<file path="src/hw/rtl/swmmm_pkg.sv">
`timescale 1ns / 1ps
// Shared types and constants for the sliding window min/max/mean block.
// No dependencies; imported by every module under hw/rtl.
package swmmm_pkg;

    localparam int DATA_W    = 32;
    // reciprocal of WINDOW is scaled by 2^(clog2(WINDOW) + RECIP_SH)
    localparam int RECIP_SH  = DATA_W - 1;
    // reciprocal estimate is at most this many below the true quotient
    localparam int FIX_STEPS = 4;

    typedef enum logic [2:0] {
        ST_IDLE,
        ST_SCAN,
        ST_DRAIN,
        ST_MUL_RECIP,
        ST_MUL_BACK,
        ST_SUB,
        ST_FIX,
        ST_DONE
    } state_t;

    typedef enum logic [2:0] {
        OP_HOLD,
        OP_CLEAR,
        OP_ACCUM,
        OP_MUL_RECIP,
        OP_MUL_BACK,
        OP_SUB,
        OP_FIX
    } dp_op_t;

    typedef struct packed {
        dp_op_t op;
        logic   wr_en;
        logic   rd_en;
        logic   load_out;
    } ctrl_t;

endpackage

</file>
<file path="src/hw/rtl/swmmm_ring.sv">
`timescale 1ns / 1ps
// Sample ring: WINDOW x 32 memory with one write and one registered read port.
// Depends on swmmm_pkg. Slots never written read back as zero (fill tracking).
module swmmm_ring #(
    parameter int WINDOW = 100
) (
    input  logic                                aclk,
    input  logic                                aresetn,
    input  swmmm_pkg::ctrl_t                    ctrl,
    input  logic [swmmm_pkg::DATA_W-1:0]        wr_data,
    input  logic [$clog2(WINDOW)-1:0]           rd_addr,
    output logic [swmmm_pkg::DATA_W-1:0]        rd_data
);
    import swmmm_pkg::*;

    localparam int IDX_W = $clog2(WINDOW);

    logic [DATA_W-1:0] mem [WINDOW];
    logic [DATA_W-1:0] rd_data_reg;
    logic              rd_live_reg;
    logic [IDX_W-1:0]  slot_reg, slot_next;
    logic              full_reg, full_next;

    // Slots fill in order from zero, so slot/full tell which ones hold data.
    always_comb begin
        slot_next = slot_reg;
        full_next = full_reg;
        if (ctrl.wr_en) begin
            if (slot_reg == IDX_W'(WINDOW - 1)) begin
                slot_next = '0;
                full_next = 1'b1;
            end else begin
                slot_next = slot_reg + 1'b1;
            end
        end
    end

    always_ff @(posedge aclk) begin
        if (!aresetn) begin
            slot_reg <= '0;
            full_reg <= 1'b0;
        end else begin
            slot_reg <= slot_next;
            full_reg <= full_next;
        end
    end

    always_ff @(posedge aclk) begin
        if (ctrl.wr_en) begin
            mem[slot_reg] <= wr_data;
        end
    end

    always_ff @(posedge aclk) begin
        if (ctrl.rd_en) begin
            rd_data_reg <= mem[rd_addr];
            rd_live_reg <= full_reg || (rd_addr < slot_reg);
        end
    end

    assign rd_data = rd_live_reg ? rd_data_reg : '0;

endmodule

</file>
<file path="config.mk">
export PLATFORM = sky130hd
export DESIGN_NAME = swmmm_ring
export DESIGN_NICKNAME = d
export VERILOG_FILES = /design/src/hw/rtl/swmmm_pkg.sv /design/src/hw/rtl/swmmm_ring.sv
export SDC_FILE = /design/constraint.sdc
export NUM_CORES = 2
export LEC_CHECK = 0
export BUFFER_PORTS_ARGS = -buffer_cell sky130_fd_sc_hd__buf_2
export CAP_MARGIN = 40
export CORE_MARGIN = 2
export CORE_UTILIZATION = 30
export CTS_BUF_LIST = sky130_fd_sc_hd__clkbuf_4 sky130_fd_sc_hd__clkbuf_8
export DETAILED_ROUTE_END_ITERATION = 10
export GPL_TIMING_DRIVEN = 0
export PLACE_DENSITY_LB_ADDON = 0.12
export SLEW_MARGIN = 20
export SYNTH_ARGS = -nofsm -noshare
export SYNTH_HDL_FRONTEND = slang
export SYNTH_SLANG_ARGS = --single-unit
</file>
<file path="constraint.sdc">
create_clock -name aclk -period 8.1 [get_ports aclk]
set_clock_uncertainty 0.1 [all_clocks]
set_input_delay 2.025 -clock aclk [delete_from_list [all_inputs] [get_ports aclk]]
set_output_delay 2.025 -clock aclk [all_outputs]
set_load 0.005 [all_outputs]
</file>
# Yosys cells after proc, flatten, opt, wreduce, memory -nomap -nowiden
# Memories as Yosys holds them, arrays and structs flattened. A register that Yosys moved wholly into a read port is not among the register bits.
# Cells that the tools add are included.
[word_totals]
ff_bits = 9
ram_bits = 3200
in_bits = 47
output_inout_bits = 32
wordCells = 13
n_memories = 1
[op_classes]
addsub = 1
n_lt_le_gt_ge = 1
eq_ne = 1
mux = 4
reduce_logical = 2
[memory_table]
columns = ["memory", "depth", "word_bits", "rd", "rd_clocked_by_memory_dff", "wr", "line_no", "text"]
rows = [
  ["mem", 100, 32, 1, 1, 1, "swmmm_ring.sv:18", "logic [DATA_W-1:0] mem [WINDOW];"],
]
[ops]
columns = ["operator", "n"]
rows = [
  ["$mux W32", 1],
  ["$add A7 B1 Y7 const B", 1],
  ["$eq A7 B7 Y1 const B", 1],
  ["$lt A7 B7 Y1", 1],
  ["$mux W7", 1],
  ["$mux W1", 2],
  ["$reduce_and A2 Y1", 1],
  ["$logic_or A1 B1 Y1", 1],
]

# Longest topological paths before layout
[logic_depth]
depth_word = 2
depth_mapped = 12

# Least setup slack after synthesis
# OpenSTA, ideal clock, no wires.
[synth_timing]
kind = "input to register"
startpoint = "input ctrl[2] (netlist name)"
endpoint = "memory mem[72][0] (enable)"
t_arrival_ns = 4.959
slack_ns = 2.580
stages = 5
cell_sequence = "clkbuf_1 > nor2b_1 > clkbuf_1 > nand4_1 > nor3_1"
[synth_between]
elab_chain_len = 2
[synth_lines]
columns = ["element", "line_no", "text"]
rows = [
  ["start: declaration", "swmmm_ring.sv:9", "input swmmm_pkg::ctrl_t ctrl,"],
  ["$mux W1", "swmmm_ring.sv:49", "if (ctrl.wr_en) begin"],
  ["$mux W1 (not written as such)", "swmmm_ring.sv:50", "mem[slot_reg] <= wr_data;"],
  ["end: declaration", "swmmm_ring.sv:18", ""],
]
# Every way passes these cells.

==> impl_metrics.env <==
export IMPL_grt_pass1_wl_um=657000
export IMPL_postSynthCellCount=5094
export IMPL_finalSetupViolCount=0
export IMPL_finalWirelength_um=511000
export IMPL_fin_setup_tns_ns=0
export IMPL_cp_end_kind="register"
export IMPL_cts_root_buf="clkbuf_8"
export IMPL_syn_avg_cell_area_um2=24.3
export IMPL_multi_input_area_um2=25700
export IMPL_synthSimpleGateAreaFrac_pct=1.24
export IMPL_die_width_um=646
export IMPL_yosysWarningCount=0
export IMPL_yosys_top_cells_count="edfxtp_1 (3233), mux4_2 (936), nor2_1 (146), clkbuf_1 (93), nand2_1 (85)"
export IMPL_ant_nets=0
export IMPL_io_pins=79
export IMPL_crit_arrival_ns=7.25
export IMPL_routed_via_count=66797
export IMPL_grt_overflow=0
export IMPL_synth_edf_count=3233
export IMPL_finalPower_uw=35500
export IMPL_chipHeight_um=646
export IMPL_cts_sinks=3241
export IMPL_synth_most_common_cell="edfxtp_1"
export IMPL_clockBufferDepth=4
export IMPL_ys_seq_area_share_pct=78.7
export IMPL_drt_wirelength_per_cell_um=42.4
export IMPL_grt_max_degree=88
export IMPL_synth_area_um2=124000
export IMPL_cts_resized=0
export IMPL_largest_reg_flops=3200
export IMPL_synth_xor_area_share_pct=0.0354
export IMPL_grt_pass1_vias=65667
export IMPL_finalCritPeriodShare_pct=81.4
export IMPL_yosysTopAreaCell="edfxtp_1"
export IMPL_ys_ff_latch=3241
export IMPL_design_core_area_um2=410000
export IMPL_critPathRequiredTime_ns=8.76
export IMPL_slew_limit_headroom_pct=18.0
export IMPL_drc_errors=0
export IMPL_postCtsSetupRepairBufs=0
export IMPL_power_density_nw_per_um2=235
export IMPL_fmax_mhz=152
export IMPL_ir_drop_v=0.000204
export IMPL_nets=6217
export IMPL_drive_gt1_share_pct=40.0
export IMPL_min_path_type="reg -> reg"
export IMPL_cellLeakagePower_uw=0.0472
export IMPL_cts_tree="built"
export IMPL_startpoint_type="input port"
export IMPL_finalHoldViolCount=0
export IMPL_finalMaxSlewViolations=0
export IMPL_die_area_um2=417000
export IMPL_rsz0062_at_grt="false"
export IMPL_cp_max_fo=10
export IMPL_drt_iter0_markers=10650
export IMPL_antenna_found_initial=54
export IMPL_utilization_pct=36.9
export IMPL_vias_per_cell=5.54
export IMPL_synth_top_family_by_area="multiplexers"
export IMPL_holdBufCountCts=0
export IMPL_period_minus_slack_ns=6.59
export IMPL_numCtsBuffers=571
export IMPL_register_area_um2=97200
export IMPL_synth_compound_area_share_pct=1.23
export IMPL_hpwl_um=363000
export IMPL_synth_area_leaders="edfxtp_1 (79%), mux4_2 (17%), mux2i_1 (0.49%)"
export IMPL_gp_congestion=0.879
export IMPL_drt_pass1_iter_count=6
export IMPL_area_growth_pct=22.2
export IMPL_timing_hold_ws_ns=0.406
export IMPL_fill_cells=37298
export IMPL_port_buffers=72
export IMPL_crit_type="in -> reg"
export IMPL_clk_latency_ns=1.20
export IMPL_synth_top_area_share_pct=78.5
export IMPL_yosys_cell_types_count=52
export IMPL_start_util_pct=30.2
export IMPL_dp_cells=11033
export IMPL_grtUsageTotal_pct=24.2
export IMPL_ys_async_sr_fraction_pct=0
export IMPL_row_count=235
export IMPL_r2r_slack_ns=4.52
export IMPL_syn_num_nets=5148
export IMPL_clk_pin_slew_worst_paths_ns=0.06
export IMPL_run_status="complete, no violations"
export IMPL_final_cells=12063
export IMPL_drv_cap=0
export IMPL_cts_htree_levels=6
export IMPL_synth_fa_ha_area_share_pct=0.0709
export IMPL_synth_ff_type="edfxtp_1"
export IMPL_synthMuxAreaShare_pct=17.6
export IMPL_worstMarginPinSlew_ns=1.23
==> cells in the final DEF, fill, tap and decap left out, drive strengths merged, types with 12 or more instances in the layout <==
master	count
o21ai	38
o22ai	26
and2	41
a21oi	27
a211oi	12
buf	668
a22o	17
diode	18
nand3	18
mux4	936
clkinvlp	20
nor2	146
a22oi	20
clkbuf	880
a32oi	12
nor2b	13
nor3	25
a221oi	18
mux2i	60
edfxtp	3233
clkinv	172
inv	33
nand2	85
==> power by group <==
part           leakage (uW)  internal, uW  switching (uW)  total (uW)
clock               0.00567          7750            7000       14700
combinational        0.0124           721            1470        2190
sequential           0.0292         18500            11.7       18500
==> worst paths after layout <==
path / startpoint / to / cells after the start
max: rd_addr[1] / rd_data_reg[27]$_DFFE_PP_ / 10
min: full_reg$_SDFFE_PN0P_ / full_reg$_SDFFE_PN0P_ / 1
max reg2reg: slot_reg[3]$_SDFFE_PN0P_ / mem[26][5]$_DFFE_PP_ / 7
min reg2reg: full_reg$_SDFFE_PN0P_ / full_reg$_SDFFE_PN0P_ / 1
==> stage by stage <==
stage	instance area [um2]	setup slack, ns
floorplan	124000	2.58
global placement	131000	-3.95
detailed placement	140000	0.548
CTS	151000	1.84
global route	151000	1.97
finish	151000	1.51
==> worst max-delay path, stage by stage <==
cell      delay, ns
buf_2          0.24
buf_4          0.26
buf_4          0.30
buf_2          0.45
buf_2          0.58
buf_2          0.79
nor2_1         0.42
clkbuf_2       0.53
a22oi_1        1.09
o211ai_1       0.50
==> kinds of logic after synthesis <==
logic type      count (synthesis)
compound gates                217
xor+xnor                        5
fa+ha+maj                       7
buf+inv                       277
flops                        3241
mux                          1002
simple gates                  345
==> area by class of cell <==
type / count / area share [%]
Inverter: 11 / 0.0273
Buffer: 266 / 0.976
Timing Repair Buffer: 496 / 5.93
Multi-Input combinational cell: 1576 / 17.0
Sequential cell: 3241 / 64.4
Antenna cell: 18 / 0.0298
Clock buffer: 786 / 6.31
Clock inverter: 218 / 0.825
Tap cell: 5451 / 4.51
==> layer usage <==
| metal | track usage [%] | wire (um) | vias to the layer above |
|---|---|---|---|
| met5 | 0 | 95 | - |
| met4 | 9.38 | 22200 | 14 |
| met3 | 5.57 | 47400 | 986 |
| met2 | 37.5 | 233000 | 4098 |
| met1 | 33.0 | 208000 | 37344 |
| li1 | - | - | 24355 |
Power figures use the tool's default switching activity.
