===== config.mk =====
export PLATFORM = sky130hd
export DESIGN_NAME = swmmm_ctrl
export DESIGN_NICKNAME = d
export VERILOG_FILES = /design/src/hw/rtl/swmmm_pkg.sv /design/src/hw/rtl/swmmm_ctrl.sv
export SDC_FILE = /design/constraint.sdc
export NUM_CORES = 1
export LEC_CHECK = 0
export BUFFER_PORTS_ARGS = -buffer_cell sky130_fd_sc_hd__buf_4
export CAP_MARGIN = 20
export CORE_AREA = 10 10 48 50
export DETAILED_ROUTE_END_ITERATION = 8
export DIE_AREA = 0 0 58 60
export PLACE_DENSITY = 0.69
export SETUP_SLACK_MARGIN = 0.02
export SLEW_MARGIN = 20
export SYNTH_ARGS = -nofsm -noshare
export SYNTH_HDL_FRONTEND = slang
export SYNTH_SLANG_ARGS = --single-unit

===== constraint.sdc =====
create_clock -name aclk -period 4.7 [get_ports aclk]
set_input_delay 0.94 -clock aclk [delete_from_list [all_inputs] [get_ports aclk]]
set_output_delay 0.94 -clock aclk [all_outputs]
set_load 0.1 [all_outputs]

===== src/hw/rtl/swmmm_pkg.sv =====
`timescale 1ns / 1ps
// Shared types and constants for the sliding window min/max/mean block.
// No dependencies; imported by every module under hw/rtl.
package swmmm_pkg;

    localparam int DATA_W    = 32;
    // reciprocal of WINDOW is scaled by 2^(clog2(WINDOW) + RECIP_SH)
    localparam int RECIP_SH  = DATA_W - 1;
    // reciprocal estimate is at most this many below the true quotient
    localparam int FIX_STEPS = 4;

    typedef enum logic [2:0] {
        ST_IDLE,
        ST_SCAN,
        ST_DRAIN,
        ST_MUL_RECIP,
        ST_MUL_BACK,
        ST_SUB,
        ST_FIX,
        ST_DONE
    } state_t;

    typedef enum logic [2:0] {
        OP_HOLD,
        OP_CLEAR,
        OP_ACCUM,
        OP_MUL_RECIP,
        OP_MUL_BACK,
        OP_SUB,
        OP_FIX
    } dp_op_t;

    typedef struct packed {
        dp_op_t op;
        logic   wr_en;
        logic   rd_en;
        logic   load_out;
    } ctrl_t;

endpackage


===== src/hw/rtl/swmmm_ctrl.sv =====
`timescale 1ns / 1ps
// Sequencer: accept, ring scan, reciprocal divide steps, result hand-off.
// Depends on swmmm_pkg.
module swmmm_ctrl #(
    parameter int WINDOW = 100
) (
    input  logic                        aclk,
    input  logic                        aresetn,
    input  logic                        s_valid,
    output logic                        s_ready,
    input  logic                        m_valid,
    input  logic                        m_ready,
    output swmmm_pkg::ctrl_t            ctrl,
    output logic [$clog2(WINDOW)-1:0]   rd_addr
);
    import swmmm_pkg::*;

    localparam int IDX_W = $clog2(WINDOW);
    localparam int FIX_W = $clog2(FIX_STEPS);
    localparam int CNT_W = (IDX_W > FIX_W) ? IDX_W : FIX_W;

    state_t           state_reg, state_next;
    logic [CNT_W-1:0] cnt_reg, cnt_next;
    logic             scan_last;
    logic             fix_last;

    assign scan_last = (cnt_reg == CNT_W'(WINDOW - 1));
    assign fix_last  = (cnt_reg == CNT_W'(FIX_STEPS - 1));
    assign rd_addr   = cnt_reg[IDX_W-1:0];

    // next state
    always_comb begin
        state_next = state_reg;
        unique case (state_reg)
            ST_IDLE:      if (s_valid) state_next = ST_SCAN;
            ST_SCAN:      if (scan_last) state_next = ST_DRAIN;
            ST_DRAIN:     state_next = ST_MUL_RECIP;
            ST_MUL_RECIP: state_next = ST_MUL_BACK;
            ST_MUL_BACK:  state_next = ST_SUB;
            ST_SUB:       state_next = ST_FIX;
            ST_FIX:       if (fix_last) state_next = ST_DONE;
            ST_DONE:      if (!m_valid || m_ready) state_next = ST_IDLE;
            default:      state_next = ST_IDLE;
        endcase
    end

    // outputs
    always_comb begin
        s_ready       = 1'b0;
        ctrl.op       = OP_HOLD;
        ctrl.wr_en    = 1'b0;
        ctrl.rd_en    = 1'b0;
        ctrl.load_out = 1'b0;
        cnt_next      = '0;
        unique case (state_reg)
            ST_IDLE: begin
                // nothing is taken while reset is held
                s_ready    = aresetn;
                ctrl.wr_en = s_valid && aresetn;
                ctrl.op    = (s_valid && aresetn) ? OP_CLEAR : OP_HOLD;
            end
            ST_SCAN: begin
                ctrl.rd_en = 1'b1;
                // read data is registered, so it arrives in the cycle after its address
                ctrl.op    = (cnt_reg != '0) ? OP_ACCUM : OP_HOLD;
                cnt_next   = scan_last ? '0 : cnt_reg + 1'b1;
            end
            ST_DRAIN: begin
                ctrl.op = OP_ACCUM;
            end
            ST_MUL_RECIP: begin
                ctrl.op = OP_MUL_RECIP;
            end
            ST_MUL_BACK: begin
                ctrl.op = OP_MUL_BACK;
            end
            ST_SUB: begin
                ctrl.op = OP_SUB;
            end
            ST_FIX: begin
                ctrl.op  = OP_FIX;
                cnt_next = fix_last ? '0 : cnt_reg + 1'b1;
            end
            ST_DONE: begin
                ctrl.load_out = !m_valid || m_ready;
            end
            default: begin
            end
        endcase
    end

    always_ff @(posedge aclk) begin
        if (!aresetn) begin
            state_reg <= ST_IDLE;
            cnt_reg   <= '0;
        end else begin
            state_reg <= state_next;
            cnt_reg   <= cnt_next;
        end
    end

    a_accept_to_scan: assert property (@(posedge aclk) disable iff (!aresetn)
        (s_valid && s_ready) |=> (state_reg == ST_SCAN && cnt_reg == '0))
        else $error("accepted transaction did not start a scan at slot zero");

    a_scan_bound: assert property (@(posedge aclk) disable iff (!aresetn)
        (state_reg == ST_SCAN) |-> (cnt_reg <= CNT_W'(WINDOW - 1)))
        else $error("scan index past ring end");

    a_drain_to_div: assert property (@(posedge aclk) disable iff (!aresetn)
        (state_reg == ST_DRAIN) |=> (state_reg == ST_MUL_RECIP))
        else $error("drain did not hand off to divide");

    a_div_to_done: assert property (@(posedge aclk) disable iff (!aresetn)
        (state_reg == ST_FIX && fix_last) |=> (state_reg == ST_DONE))
        else $error("divide did not finish into result hand-off");

endmodule


Word level (Yosys, flattened, before mapping):

Cells that the tools add are included.

* $add $sub $neg: 1
* multipliers: 0
* div/mod/pow operators: 0
* magnitude comparators: 0
* eq/ne operators: 13
* shift operators: 0
* mux-type cells: 15
* bitwise logic cells: 0
* reduce and logical (&&, ||, !) cells: 6

Operator list (number)
* $pmux W3 S8: 1
* $pmux W3 S7: 1
* $mux W7: 2
* $pmux W7 S2: 1
* $eq A3 B3 Y1 const B: 4
* $mux W3: 4
* $ne A2 B2 Y1 const B: 4
* $add A7 B1 Y7 const B: 1
* $eq A7 B2 Y1 const B: 1
* $eq A7 B7 Y1 const B: 1
* $reduce_bool A7 Y1: 1
* $eq A3 B2 Y1 const B: 2
* $mux W1: 5
* $reduce_and A4 Y1: 1
* $eq A3 B1 Y1 const B: 1
* $logic_not A3 Y1: 1
* $mux W2: 1
* $logic_and A1 B1 Y1: 1
* $logic_not A1 Y1: 1
* $logic_or A1 B1 Y1: 1

* register bits after elaboration: 10
* bits in latches: 0
* memory bits (writable): 0
* ROM bits: 0
* input port bits: 5
* output and inout port bits: 14
* logic and storage cells: 37
* memories: 0

Logic depth before layout (Yosys ltp):

* depth in word-level cells: 4
* gate-level depth with buffers: 5
* mapped depth without buffers: 4

Worst setup path before layout:

No wires, ideal clock.

* path type: input -> output
* from: input port aresetn
* to: output port ctrl[3] (netlist name)
* arrival: 3.352 ns
* setup slack: 0.408 ns
* cell stages on the path: 3
* cell sequence: nor4bb_1 a21oi_1 o21ai_0

RTL lines
* from (decl): line swmmm_ctrl.sv:8 `input logic aresetn,`
* to (decl): line swmmm_ctrl.sv:13 `output swmmm_pkg::ctrl_t ctrl,`

==> results.json <==
{
  "max_freq_ghz": 0.360,
  "worstHoldPathCells": 1,
  "grt_pass1_wl_um": 2330,
  "first_global_vias": 525,
  "routedWlPerCell_um": 13.1,
  "avgSynthCellArea_um2": 8.46,
  "r2r_slack_ns": 2.89,
  "clock_latency_ns": 0.26,
  "finalClockSkew_ns": 0.000355,
  "coreArea_um2": 1440,
  "grt_max_degree": 18,
  "io_buffers": 18,
  "clock_path_buffers": 2,
  "r2r_end": "rd_addr[1]",
  "timing.rr.start": "rd_addr[0]",
  "hold_viol_final": 0,
  "ys_seq_area_share_pct": 32.9,
  "setup_tns_ns": 0,
  "post-route-period-util_pct": 59.2,
  "status": "finished clean",
  "final_nets": 98,
  "rsz0062_at_grt": "false",
  "antenna_found_initial": 0,
  "cp_cell_sequence": "buf_4 -> nor4bb_1 -> a21oi_1 -> o21ai_0 -> buf_4",
  "setup_viol": 0,
  "ant_nets": 0,
  "grt_usage_pct": 8.52,
  "start_kind": "input pin",
  "fin_crit_ns": 2.78,
  "reg2regPathDepth": 4,
  "peakVddDrop_mv": 0.168,
  "cp_max_fo": 6,
  "clkPwrFrac_pct": 29.4,
  "hold_buffers": 0,
  "synth_cell_type_count": 33,
  "wirelength_um": 1390,
  "place_area_um2": 749,
  "start_util_pct": 42.4,
  "cts-htree-levels": 1,
  "cts_tree": "yes",
  "row_count": 14,
  "cts-resized-gates": 0,
  "crit_path_max_incr_delay_ns": 0.32,
  "clock_sinks": 10,
  "die_width_um": 58,
  "gp_congestion": 0.772,
  "cts-root-buf": "clkbuf_4",
  "via_count": 575,
  "post_cts_buffers": 0,
  "worstHoldEndpoint": "rd_addr[0]",
  "crit_buf_inv": 2,
  "ios": 19,
  "drcViolationCount": 0,
  "synthCells": 72,
  "fin_area_um2": 786,
  "worst_ep_arrival_time_ns": 1.84,
  "p_int_uw": 158,
  "worstHoldPathType": "reg2reg",
  "n_antenna_cell": 0,
  "clkSlewWorstSetupHoldPaths_ns": 0.07,
  "drt_iter0_drc": 6,
  "detail_route.first_pass.iterations": 4,
  "crit_type": "in2out",
  "drv_cap": 0,
  "drive_gt1_share_pct": 27.8,
  "finalPower_uw": 263,
  "via_per_inst": 5.42,
  "p_sw_share_pct": 40.1,
  "syn_to_final_growth_pct": 29.0,
  "maxSlewHeadroom_pct": 63.8,
  "cp-end-kind": "primary output",
  "synth_nets": 79,
  "slew_viol_final": 0,
  "min_from": "rd_addr[0]",
  "netlist_area_um2": 609,
  "cp_slowest_cell": "buf_4",
  "die_y_um": 60,
  "synth_seq_cells": 10,
  "p_leak_uw": 0.000316,
  "cts_buffers": 3,
  "worstMarginPinSlew_ns": 0.544,
  "combPwrFrac_pct": 33.2,
  "p_switching_uw": 105,
  "overflow": 0,
  "p_per_area_nw_per_um2": 335,
  "yosysWarnings": 0,
  "dieArea_um2": 3480,
  "largest_reg_flops": 7,
  "p_seq_share_pct": 37.4,
  "crit_family": "buffers and inverters",
  "cp_common_cell": "buf_4",
  "cp_data_required_time_ns": 3.76
}
-- power by group through the flow --
stage               logic (uW)  clock network, uW  registers, uW
floorplan                 69.9                  0            101
global placement          88.0                  0            100
detailed placement        88.5                  0            100
CTS                       88.6               80.1           98.2
global route              91.7               84.1            100
finish                    87.6               77.4           98.4
-- area by class of cell --
class,instances,area [um^2]
inverters,3,11.3
multi-input cells,55,383
flip-flops and latches,10,200
clock buffers,4,36.3
repair buffers,18,135
fillers,145,651
well taps,16,20.0
-- how the worst max path moves through the flow --
| stage | start | endpoint | slack (ns) | depth (start not counted) |
|---|---|---|---|---|
| after floorplan | aresetn | ctrl[3] | 0.41 | 3 |
| after global placement | aresetn | ctrl[3] | 1.95 | 5 |
| after detailed placement | aresetn | ctrl[3] | 1.91 | 5 |
| after CTS | aresetn | ctrl[3] | 1.91 | 5 |
| after global routing | aresetn | ctrl[3] | 1.83 | 5 |
| final | aresetn | ctrl[3] | 1.92 | 5 |
-- logic make-up after synthesis --
family	count (synthesis)	share of synthesized area, %
AO/OA/AOI/OAI	20	23.8
flip-flops	10	32.9
adder cells (fa/ha/maj)	2	4.11
XOR/XNOR	3	4.31
AND/OR/NAND/NOR	30	30.6
buffers and inverters	7	4.31
-- synthesized netlist by cell type, drive strengths merged --
cell	number	area share, %
a211oi	2	2.5
a21boi	2	2.5
a21oi	3	2.5
a2bb2oi	1	1.4
a311oi	1	2.5
a31oi	1	1.0
and2	1	1.0
and3	1	1.0
and3b	1	1.4
and4	1	1.4
clkbuf	4	2.5
dfxtp	10	33
ha	2	4.1
inv	3	1.8
nand2	4	2.5
nand2b	1	1.0
nand3	2	1.6
nand3b	2	2.5
nor2	2	1.2
nor3	7	5.7
nor3b	3	3.7
nor4bb	1	1.6
o211a	1	1.6
o21a	2	2.5
o21ai	5	4.1
o221a	1	1.8
o31a	1	1.4
or3	2	2.1
or3b	1	1.4
or4b	1	2.3
xnor2	1	1.4
xor2	2	2.9
-- per-stage QoR --
step / utilization (%) / worst slack (ns) / std cells / hold WS [ns]
final: 54.7 / 1.92 / 106 / 0.525
after global routing: 54.7 / 1.83 / 106 / 0.557
after CTS: 54.7 / 1.91 / 106 / 0.526
after detailed placement: 52.2 / 1.91 / 102 / 0.516
after global placement: 52.2 / 1.95 / 102 / 0.515
after floorplan: - / 0.408 / 72 / 0.711
-- cells in the final DEF (no fill, tap or decap), types with 2 or more instances in the layout --
| master | netlist | final |
|---|---|---|
| clkbuf_4 | 0 | 3 |
| o21a_1 | 2 | 2 |
| buf_4 | 0 | 18 |
| o21ai_0 | 4 | 4 |
| nor3_1 | 7 | 7 |
| nand2_1 | 4 | 4 |
| ha_1 | 2 | 2 |
| nor2_1 | 2 | 2 |
| nand3_1 | 2 | 2 |
| xor2_1 | 2 | 2 |
| a211oi_1 | 2 | 2 |
| inv_1 | 3 | 3 |
| dfxtp_1 | 10 | 10 |
| or3_1 | 2 | 2 |
| a21boi_0 | 2 | 2 |
| nor3b_1 | 3 | 3 |
| nand3b_1 | 2 | 2 |
| a21oi_1 | 3 | 3 |
-- routing by layer --
metal,share of wire [%],routed length [um],vias up,GRT usage (%)
met4,2.2,31,0,6.04
met1,46,646,251,10.1
met5,0,0,-,0
met2,43,594,15,11.8
li1,-,-,305,-
met3,8.6,120,4,3.81
Note: power is estimated with default switching activity, not from simulation.
