[src/hw/rtl/swmmm_pkg.sv]
`timescale 1ns / 1ps
// Shared types and constants for the sliding window min/max/mean block.
// No dependencies; imported by every module under hw/rtl.
package swmmm_pkg;

    localparam int DATA_W    = 32;
    // reciprocal of WINDOW is scaled by 2^(clog2(WINDOW) + RECIP_SH)
    localparam int RECIP_SH  = DATA_W - 1;
    // reciprocal estimate is at most this many below the true quotient
    localparam int FIX_STEPS = 4;

    typedef enum logic [2:0] {
        ST_IDLE,
        ST_SCAN,
        ST_DRAIN,
        ST_MUL_RECIP,
        ST_MUL_BACK,
        ST_SUB,
        ST_FIX,
        ST_DONE
    } state_t;

    typedef enum logic [2:0] {
        OP_HOLD,
        OP_CLEAR,
        OP_ACCUM,
        OP_MUL_RECIP,
        OP_MUL_BACK,
        OP_SUB,
        OP_FIX
    } dp_op_t;

    typedef struct packed {
        dp_op_t op;
        logic   wr_en;
        logic   rd_en;
        logic   load_out;
    } ctrl_t;

endpackage

[src/hw/rtl/swmmm_datapath.sv]
`timescale 1ns / 1ps
// Shared datapath: min/max tracking, one adder for the running sum, remainder and
// correction steps, and one 32x32 multiplier for the reciprocal divide by WINDOW.
// Depends on swmmm_pkg.
module swmmm_datapath #(
    parameter int WINDOW = 100
) (
    input  logic                                aclk,
    input  logic                                aresetn,
    input  swmmm_pkg::ctrl_t                    ctrl,
    input  logic [swmmm_pkg::DATA_W-1:0]        rd_data,
    output logic [swmmm_pkg::DATA_W-1:0]        min_val,
    output logic [swmmm_pkg::DATA_W-1:0]        max_val,
    output logic [swmmm_pkg::DATA_W-1:0]        mean_val
);
    import swmmm_pkg::*;

    localparam int IDX_W  = $clog2(WINDOW);
    localparam int SUM_W  = DATA_W + IDX_W;
    localparam int ADD_W  = SUM_W + 1;
    localparam int REM_W  = IDX_W + 3;
    localparam int PROD_W = 2 * DATA_W;
    // floor(2^(IDX_W + RECIP_SH) / WINDOW); fits DATA_W bits since WINDOW > 2^(IDX_W-1)
    localparam logic [63:0]       RECIP_WIDE = (64'd1 << (IDX_W + RECIP_SH)) / 64'(WINDOW);
    localparam logic [DATA_W-1:0] RECIP      = RECIP_WIDE[DATA_W-1:0];

    logic [DATA_W-1:0] min_reg, min_next;
    logic [DATA_W-1:0] max_reg, max_next;
    logic [SUM_W-1:0]  sum_reg, sum_next;
    logic [DATA_W-1:0] q_reg, q_next;        // quotient estimate, then exact mean
    logic [PROD_W-1:0] prod_reg, prod_next;
    logic [REM_W-1:0]  rem_reg, rem_next;    // below 5 * WINDOW after the subtract

    logic [ADD_W-1:0]  add_a, add_b, add_res;
    logic              add_cin;
    logic              fix_ge;
    logic [DATA_W-1:0] mul_a, mul_b;
    logic [PROD_W-1:0] mul_res;

    // Top DATA_W bits of the sum times the reciprocal, then estimate times WINDOW.
    always_comb begin
        mul_a = sum_reg[SUM_W-1 -: DATA_W];
        mul_b = RECIP;
        if (ctrl.op == OP_MUL_BACK) begin
            mul_a = prod_reg[RECIP_SH +: DATA_W];
            mul_b = DATA_W'(WINDOW);
        end
    end

    assign mul_res = PROD_W'(mul_a) * PROD_W'(mul_b);

    always_comb begin
        add_a   = {1'b0, sum_reg};
        add_b   = ADD_W'(rd_data);
        add_cin = 1'b0;
        case (ctrl.op)
            OP_SUB: begin
                add_b   = ~{1'b0, prod_reg[SUM_W-1:0]};
                add_cin = 1'b1;
            end
            OP_FIX: begin
                add_a   = ADD_W'(rem_reg);
                add_b   = ~ADD_W'(WINDOW);
                add_cin = 1'b1;
            end
            default: begin
            end
        endcase
    end

    assign add_res = add_a + add_b + ADD_W'(add_cin);
    assign fix_ge  = !add_res[ADD_W-1];

    always_comb begin
        min_next  = min_reg;
        max_next  = max_reg;
        sum_next  = sum_reg;
        q_next    = q_reg;
        prod_next = prod_reg;
        rem_next  = rem_reg;
        case (ctrl.op)
            OP_CLEAR: begin
                min_next = '1;
                max_next = '0;
                sum_next = '0;
            end
            OP_ACCUM: begin
                if (rd_data < min_reg) begin
                    min_next = rd_data;
                end
                if (rd_data > max_reg) begin
                    max_next = rd_data;
                end
                sum_next = add_res[SUM_W-1:0];
            end
            OP_MUL_RECIP: begin
                prod_next = mul_res;
            end
            OP_MUL_BACK: begin
                q_next    = prod_reg[RECIP_SH +: DATA_W];
                prod_next = mul_res;
            end
            OP_SUB: begin
                rem_next = add_res[REM_W-1:0];
            end
            OP_FIX: begin
                // estimate runs low by up to FIX_STEPS; step it up while rem >= WINDOW
                if (fix_ge) begin
                    rem_next = add_res[REM_W-1:0];
                    q_next   = q_reg + 1'b1;
                end
            end
            default: begin
            end
        endcase
    end

    always_ff @(posedge aclk) begin
        min_reg  <= min_next;
        max_reg  <= max_next;
        sum_reg  <= sum_next;
        q_reg    <= q_next;
        prod_reg <= prod_next;
        rem_reg  <= rem_next;
    end

    assign min_val  = min_reg;
    assign max_val  = max_reg;
    assign mean_val = q_reg;

    a_minmax_order: assert property (@(posedge aclk) disable iff (!aresetn)
        (ctrl.op == OP_ACCUM) |=> (min_reg <= max_reg))
        else $error("min above max after accumulate");

    a_rem_range: assert property (@(posedge aclk) disable iff (!aresetn)
        ctrl.load_out |-> (rem_reg < REM_W'(WINDOW)))
        else $error("divide remainder out of range");

    a_clear_init: assert property (@(posedge aclk) disable iff (!aresetn)
        (ctrl.op == OP_CLEAR) |=> (sum_reg == '0 && max_reg == '0 && min_reg == '1))
        else $error("clear did not initialize accumulators");

endmodule

[config.mk]
export PLATFORM = sky130hd
export DESIGN_NAME = swmmm_datapath
export DESIGN_NICKNAME = d
export VERILOG_FILES = /design/src/hw/rtl/swmmm_pkg.sv /design/src/hw/rtl/swmmm_datapath.sv
export SDC_FILE = /design/constraint.sdc
export NUM_CORES = 2
export LEC_CHECK = 0
export BUFFER_PORTS_ARGS = -buffer_cell sky130_fd_sc_hd__buf_4
export CORE_UTILIZATION = 35
export DETAILED_ROUTE_END_ITERATION = 10
export PLACE_DENSITY_LB_ADDON = 0.1
export SLEW_MARGIN = 20
export SYNTH_ARGS = -nofsm -noshare
export SYNTH_HDL_FRONTEND = slang
export SYNTH_SLANG_ARGS = --single-unit
export TNS_END_PERCENT = 1
[constraint.sdc]
create_clock -name aclk -period 16.9 [get_ports aclk]
set_input_delay 0.845 -clock aclk [delete_from_list [all_inputs] [get_ports aclk]]
set_output_delay 0.845 -clock aclk [all_outputs]
set_load 0.005 [all_outputs]
Word-level counts from Yosys, hierarchy flattened

Cells that the tools add are included.

Bits in registers: 208
Output and inout bits: 96
Word-level logic and storage cells: 45

Add/sub/neg operators: 3
Multipliers: 1
Magnitude comparators: 2
Equality and inequality tests: 9
Mux-type cells: 14
Bitwise gates (word level): 1
Reductions and logical operators: 9

Operator list:

| kind                                                            | count |
|---|---|
| 32-bit case mux with 2 select lines                             | 3 |
| 32-bit two-way mux                                              | 5 |
| 40-bit case mux with 2 select lines                             | 1 |
| 39-bit case mux with 2 select lines                             | 1 |
| 32-bit by 32-bit multiplier with 63-bit output                  | 1 |
| 40-bit by 1-bit adder with 40-bit output                        | 1 |
| 40-bit adder                                                    | 1 |
| 39-bit inverter with 40-bit output                              | 1 |
| 39-bit two-way mux                                              | 1 |
| 32-bit by 1-bit adder with 32-bit output, second input constant | 1 |
| 32-bit > comparator                                             | 1 |
| 32-bit < comparator                                             | 1 |
| 10-bit case mux with 2 select lines                             | 1 |
| 10-bit two-way mux                                              | 1 |
| 3-bit == test, second input constant                            | 3 |
| 2-bit AND reduction                                             | 4 |
| 3-bit by 2-bit == test with 1-bit output, second input constant | 2 |
| 2-bit != test, second input constant                            | 3 |
| 2-bit nonzero test                                              | 3 |
| 2-bit OR reduction                                              | 2 |
| 3-bit by 1-bit == test with 1-bit output, second input constant | 1 |
| 1-bit two-way mux                                               | 1 |

Longest topological paths before layout

Depth in word-level cells: 6
Gate-level depth with buffers: 31
Gate-level depth less buffers: 28

Worst setup path after synthesis

No wires, ideal clock.

Path type: input to register
From: in ctrl[5] in the netlist's numbering
To: reg prod_reg[62] (data pin)
Library setup time: 0.256 ns
Arrival: 8.257 ns
Required time: 16.644 ns
Setup slack: 8.387 ns
Cell stages on the path: 30
Cell sequence: clkbuf_1 nand2_1 clkbuf_1 clkbuf_1 nand2_1 inv_1 nor2_1 fa_1 inv_1 ha_1 fa_1 inv_1 fa_1 inv_1 fa_1 fa_1 fa_1 inv_1 fa_1 inv_1 ha_1 buf_4 nand4_4 or3_1 a31oi_1 a21oi_1 o41ai_4 nand4_1 a211o_1 o211a_1

Word-level cells in the longest chain between the ends: 3
Elaborated cells on any way between the ends: 4
Those cells by class: 1 x mul; 1 x eq/ne; 2 x mux

Ends and longest elaborated chain:

| element                                          | RTL line              | text |
|---|---|---|
| from (decl)                                      | swmmm_datapath.sv:10  | `input swmmm_pkg::ctrl_t ctrl,` |
| 3-bit == test *                                  | swmmm_datapath.sv:44  | `if (ctrl.op == OP_MUL_BACK) begin` |
| 32-bit two-way mux                               | swmmm_datapath.sv:44  |  |
| 32-bit by 32-bit multiplier with 63-bit output * | swmmm_datapath.sv:50  | `assign mul_res = PROD_W'(mul_a) * PROD_W'(mul_b);` |
| named net mul_res[62]                            | swmmm_datapath.sv:38  | `logic [PROD_W-1:0] mul_res;` |
| to (signal assigned)                             | swmmm_datapath.sv:123 | `prod_reg <= prod_next;` |
| to (decl)                                        | swmmm_datapath.sv:31  | `logic [PROD_W-1:0] prod_reg, prod_next;` |

Mark *: on every way through the listed nets, which the timed path passes. The rest lies on a longest branch.
A chain may end at the register's enable or synchronous reset.

Worst setup path in the final report

From: in ctrl[3] in the netlist's numbering
To: reg prod_reg[42] (data pin)

Same word-level chain as after synthesis.

==> results by group <==
Synthesis
  – Syn nets: 4340
  – Netlist Area Pre-Place: between 30000 and 40000 um2
  – Post-synthesis async set-or-reset flop share: 0
  – Sequential share of the synthesized area: 0.191
  – Cell accounting for the most synthesized area: fa_1
  – Yosys top cell area share: 0.256
  – Post-synth EDFFs: about 210
  – Yosys Warn Count: 0
  – Flops & latches, synth: between 200 and 250
  – Mapped Cells: about 3300
  – Synth cell types: 73
  – Primary FF master, synth: edfxtp_1
  – Top cells by area, synth: fa_1 26%, ha_1 22%, edfxtp_1 19%
  – Mapped Avg Cell Area: between 9 and 10 um2

Clocking
  – Clk buf depth: 3
  – Clock Sinks: approximately 210
  – Post-CTS Setup Inserts: 0
  – Clk root buf: clkbuf_16
  – Cts repair resizes: 0
  – Later-pin clock latency in the skew report: 570 ps
  – Hold-fix buffers, CTS: 0
  – CTS tree: done
  – CTS clk-pin slew, worst paths: ~50 ps
  – CTS buffer count: 27
  – H-tree Lvls: 1

Setup path
  – Reg2reg start: sum_reg[30]
  – RR Endpoint: prod_reg[62]
  – CP endpoint: prod_reg[42]
  – Crit Path Class: in2reg
  – CP Capture Type: register
  – Max incr delay on CP: 610 ps
  – Slowest cell on crit path: inv_1
  – Startpoint types: input port
  – Critical path startpoint: ctrl[3]
  – Req. time, crit path: around 17000 ps
  – Max FO, Critical Path: 55
  – Worst R2R Path Depth: 26
  – Cell mode on critical path: fa_1
  – Flop2flop setup slack: between 8000 and 9000 ps
  – WP data arrival: a little over 10000 ps

Min path
  – Tightest Hold Check Type: reg2reg

Place
  – IO buf count: 131
  – Dpl hpwl: just under 90000 um
  – Setup WS pre-CTS: around 6500 ps
  – Placed insts: 4617
  – Gpl congestion: 0.906

Routing
  – Drt wl/cell: ~22 um
  – Vias/cell: around 4.9
  – Post-route ant nets: 0
  – Number of remaining DRC errors: 0
  – DRT Pass-1 Iters: 7
  – Total number of vias: approximately 23000
  – Final wirelength: 103000 um
  – Drt first-iter violations: roughly 1200

Timing
  – Final Max Tran Viols: 0
  – Clk_skew: ~41 ps
  – Fmax: ~100 MHz
  – Fin crit share: 0.579
  – Worst Setup Slack, final: 7120 ps
  – Worst slew margin: 0.277
  – RSZ-0062 raised after global routing: false
  – Final setup viols: 0
  – Minimum clock period: roughly 10000 ps
  – Final Hold Viols: 0
  – Setup TNS Final: 0 ps
  – Worst slew pin tran: around 1100 ps

Finish
  – Final Non-Filler Cells: 4667
  – Layout area overhead: 10.2%
  – Most frequent cells in the layout: 688 x inv_1, 572 x ha_1, 419 x fa_1, 208 x edfxtp_1, 196 x nand2_1
  – # nets final: between 4000 and 5000
  – Most common cell after layout, fill and taps aside: inv_1
  – Share of cells above drive strength 1: 0.0725
  – Max reg flops: between 60 and 70

GRT
  – First-pass GRT wire length: 154000 um
  – Total track usage: 0.220
  – Vias in the first global route: approximately 24000
  – Antenna violations before repair: 1
  – Remaining Overflow, GRT: 0
  – Largest net degree at the start of global routing: 93

Die
  – Die X: between 300 and 400 um
  – Die area: between 90000 and 100000 um2
  – Core Footprint: around 92000 um2
  – Initial Util: 0.355
  – Row Count: between 100 and 150
  – Die Span Y: between 300 and 400 um
  – Top Ports: 136

Job
  – Max-Cap Viols: 0

Run status
  – Status: complete, no violations
routing by layer:
layer  vias up  global-route usage  part of all wire
li1      11100                   -                 -
met1     11400               0.289              0.45
met2       276               0.396              0.51
met3        70              0.0114             0.020
met4         0              0.0482             0.024
met5         -                   0                 0
layout make-up:
cell class                      instances  area [um2]
Antenna cell                            1        2.50
Clock buffer                           32         694
Clock inverter                         17         228
Fill cell                            9392       56000
Inverter                              689        2590
Multi-Input combinational cell       2328       23600
Sequential cell                       208        6250
Tap cell                             1243        1560
Timing Repair Buffer                  149        1120
how the worst min path moves through the flow:
| stage | start | end | slack, ps | cells after the start |
|---|---|---|---|---|
| detailed placement | prod_reg[43] | mean_val[12] | 530 | 2 |
| floorplan | prod_reg[41] | mean_val[10] | 510 | 2 |
| finish | prod_reg[43] | mean_val[12] | 540 | 2 |
| global route | rd_data[8] | min_val[8] | 580 | 2 |
| global placement | prod_reg[43] | mean_val[12] | 530 | 2 |
| CTS | prod_reg[43] | mean_val[12] | 550 | 2 |
worst max-delay path: cells and delay by family:
kind                       cells  cell delay, ps
adders and majority gates      9            4210
and+or+nand+nor                7            1870
buffers and inverters          7            1650
AOI/OAI and AO/OA              5            1380
xor gates and xnor gates       1              70
Yosys cell counts, types with 4 or more instances:
cell type,n
nand2_1,198
o31ai_1,5
and3_1,60
buf_2,6
ha_1,572
a211o_1,5
o21ai_0,93
buf_1,5
a211oi_1,18
o211ai_1,9
xnor2_1,86
and2_1,101
edfxtp_1,208
clkbuf_1,69
nand3_1,42
xor2_1,58
a31oi_1,13
a21oi_1,142
mux2i_1,6
or2_2,25
nand2b_1,36
nor2b_1,19
fa_1,419
o2111ai_1,4
o21ai_1,5
a21o_1,74
o21a_1,20
nand4_1,32
nor2_1,138
o21bai_1,17
nor3_1,24
inv_1,688
or3_1,40
kinds of logic after synthesis:
logic type / share of synthesized area
and+or+nand+nor: 0.112
buffers and inverters: 0.0893
adders and majority gates: 0.475
muxes: 0.00184
DFF: 0.191
xor gates and xnor gates: 0.0386
AOI/OAI and AO/OA: 0.0920
stage by stage:
stage	cell area [um2]	hold slack, ps	util
2_1_floorplan	32700	513	-
3_3_place_gp	35100	529	0.381
3_5_place_dp	35100	533	0.381
4_1_cts	36000	547	0.391
5_1_grt	36000	580	0.391
6_report	36000	543	0.391
Power is not shown: default switching activity piles up to over one toggle a cycle in this logic, so the estimate is an artifact.
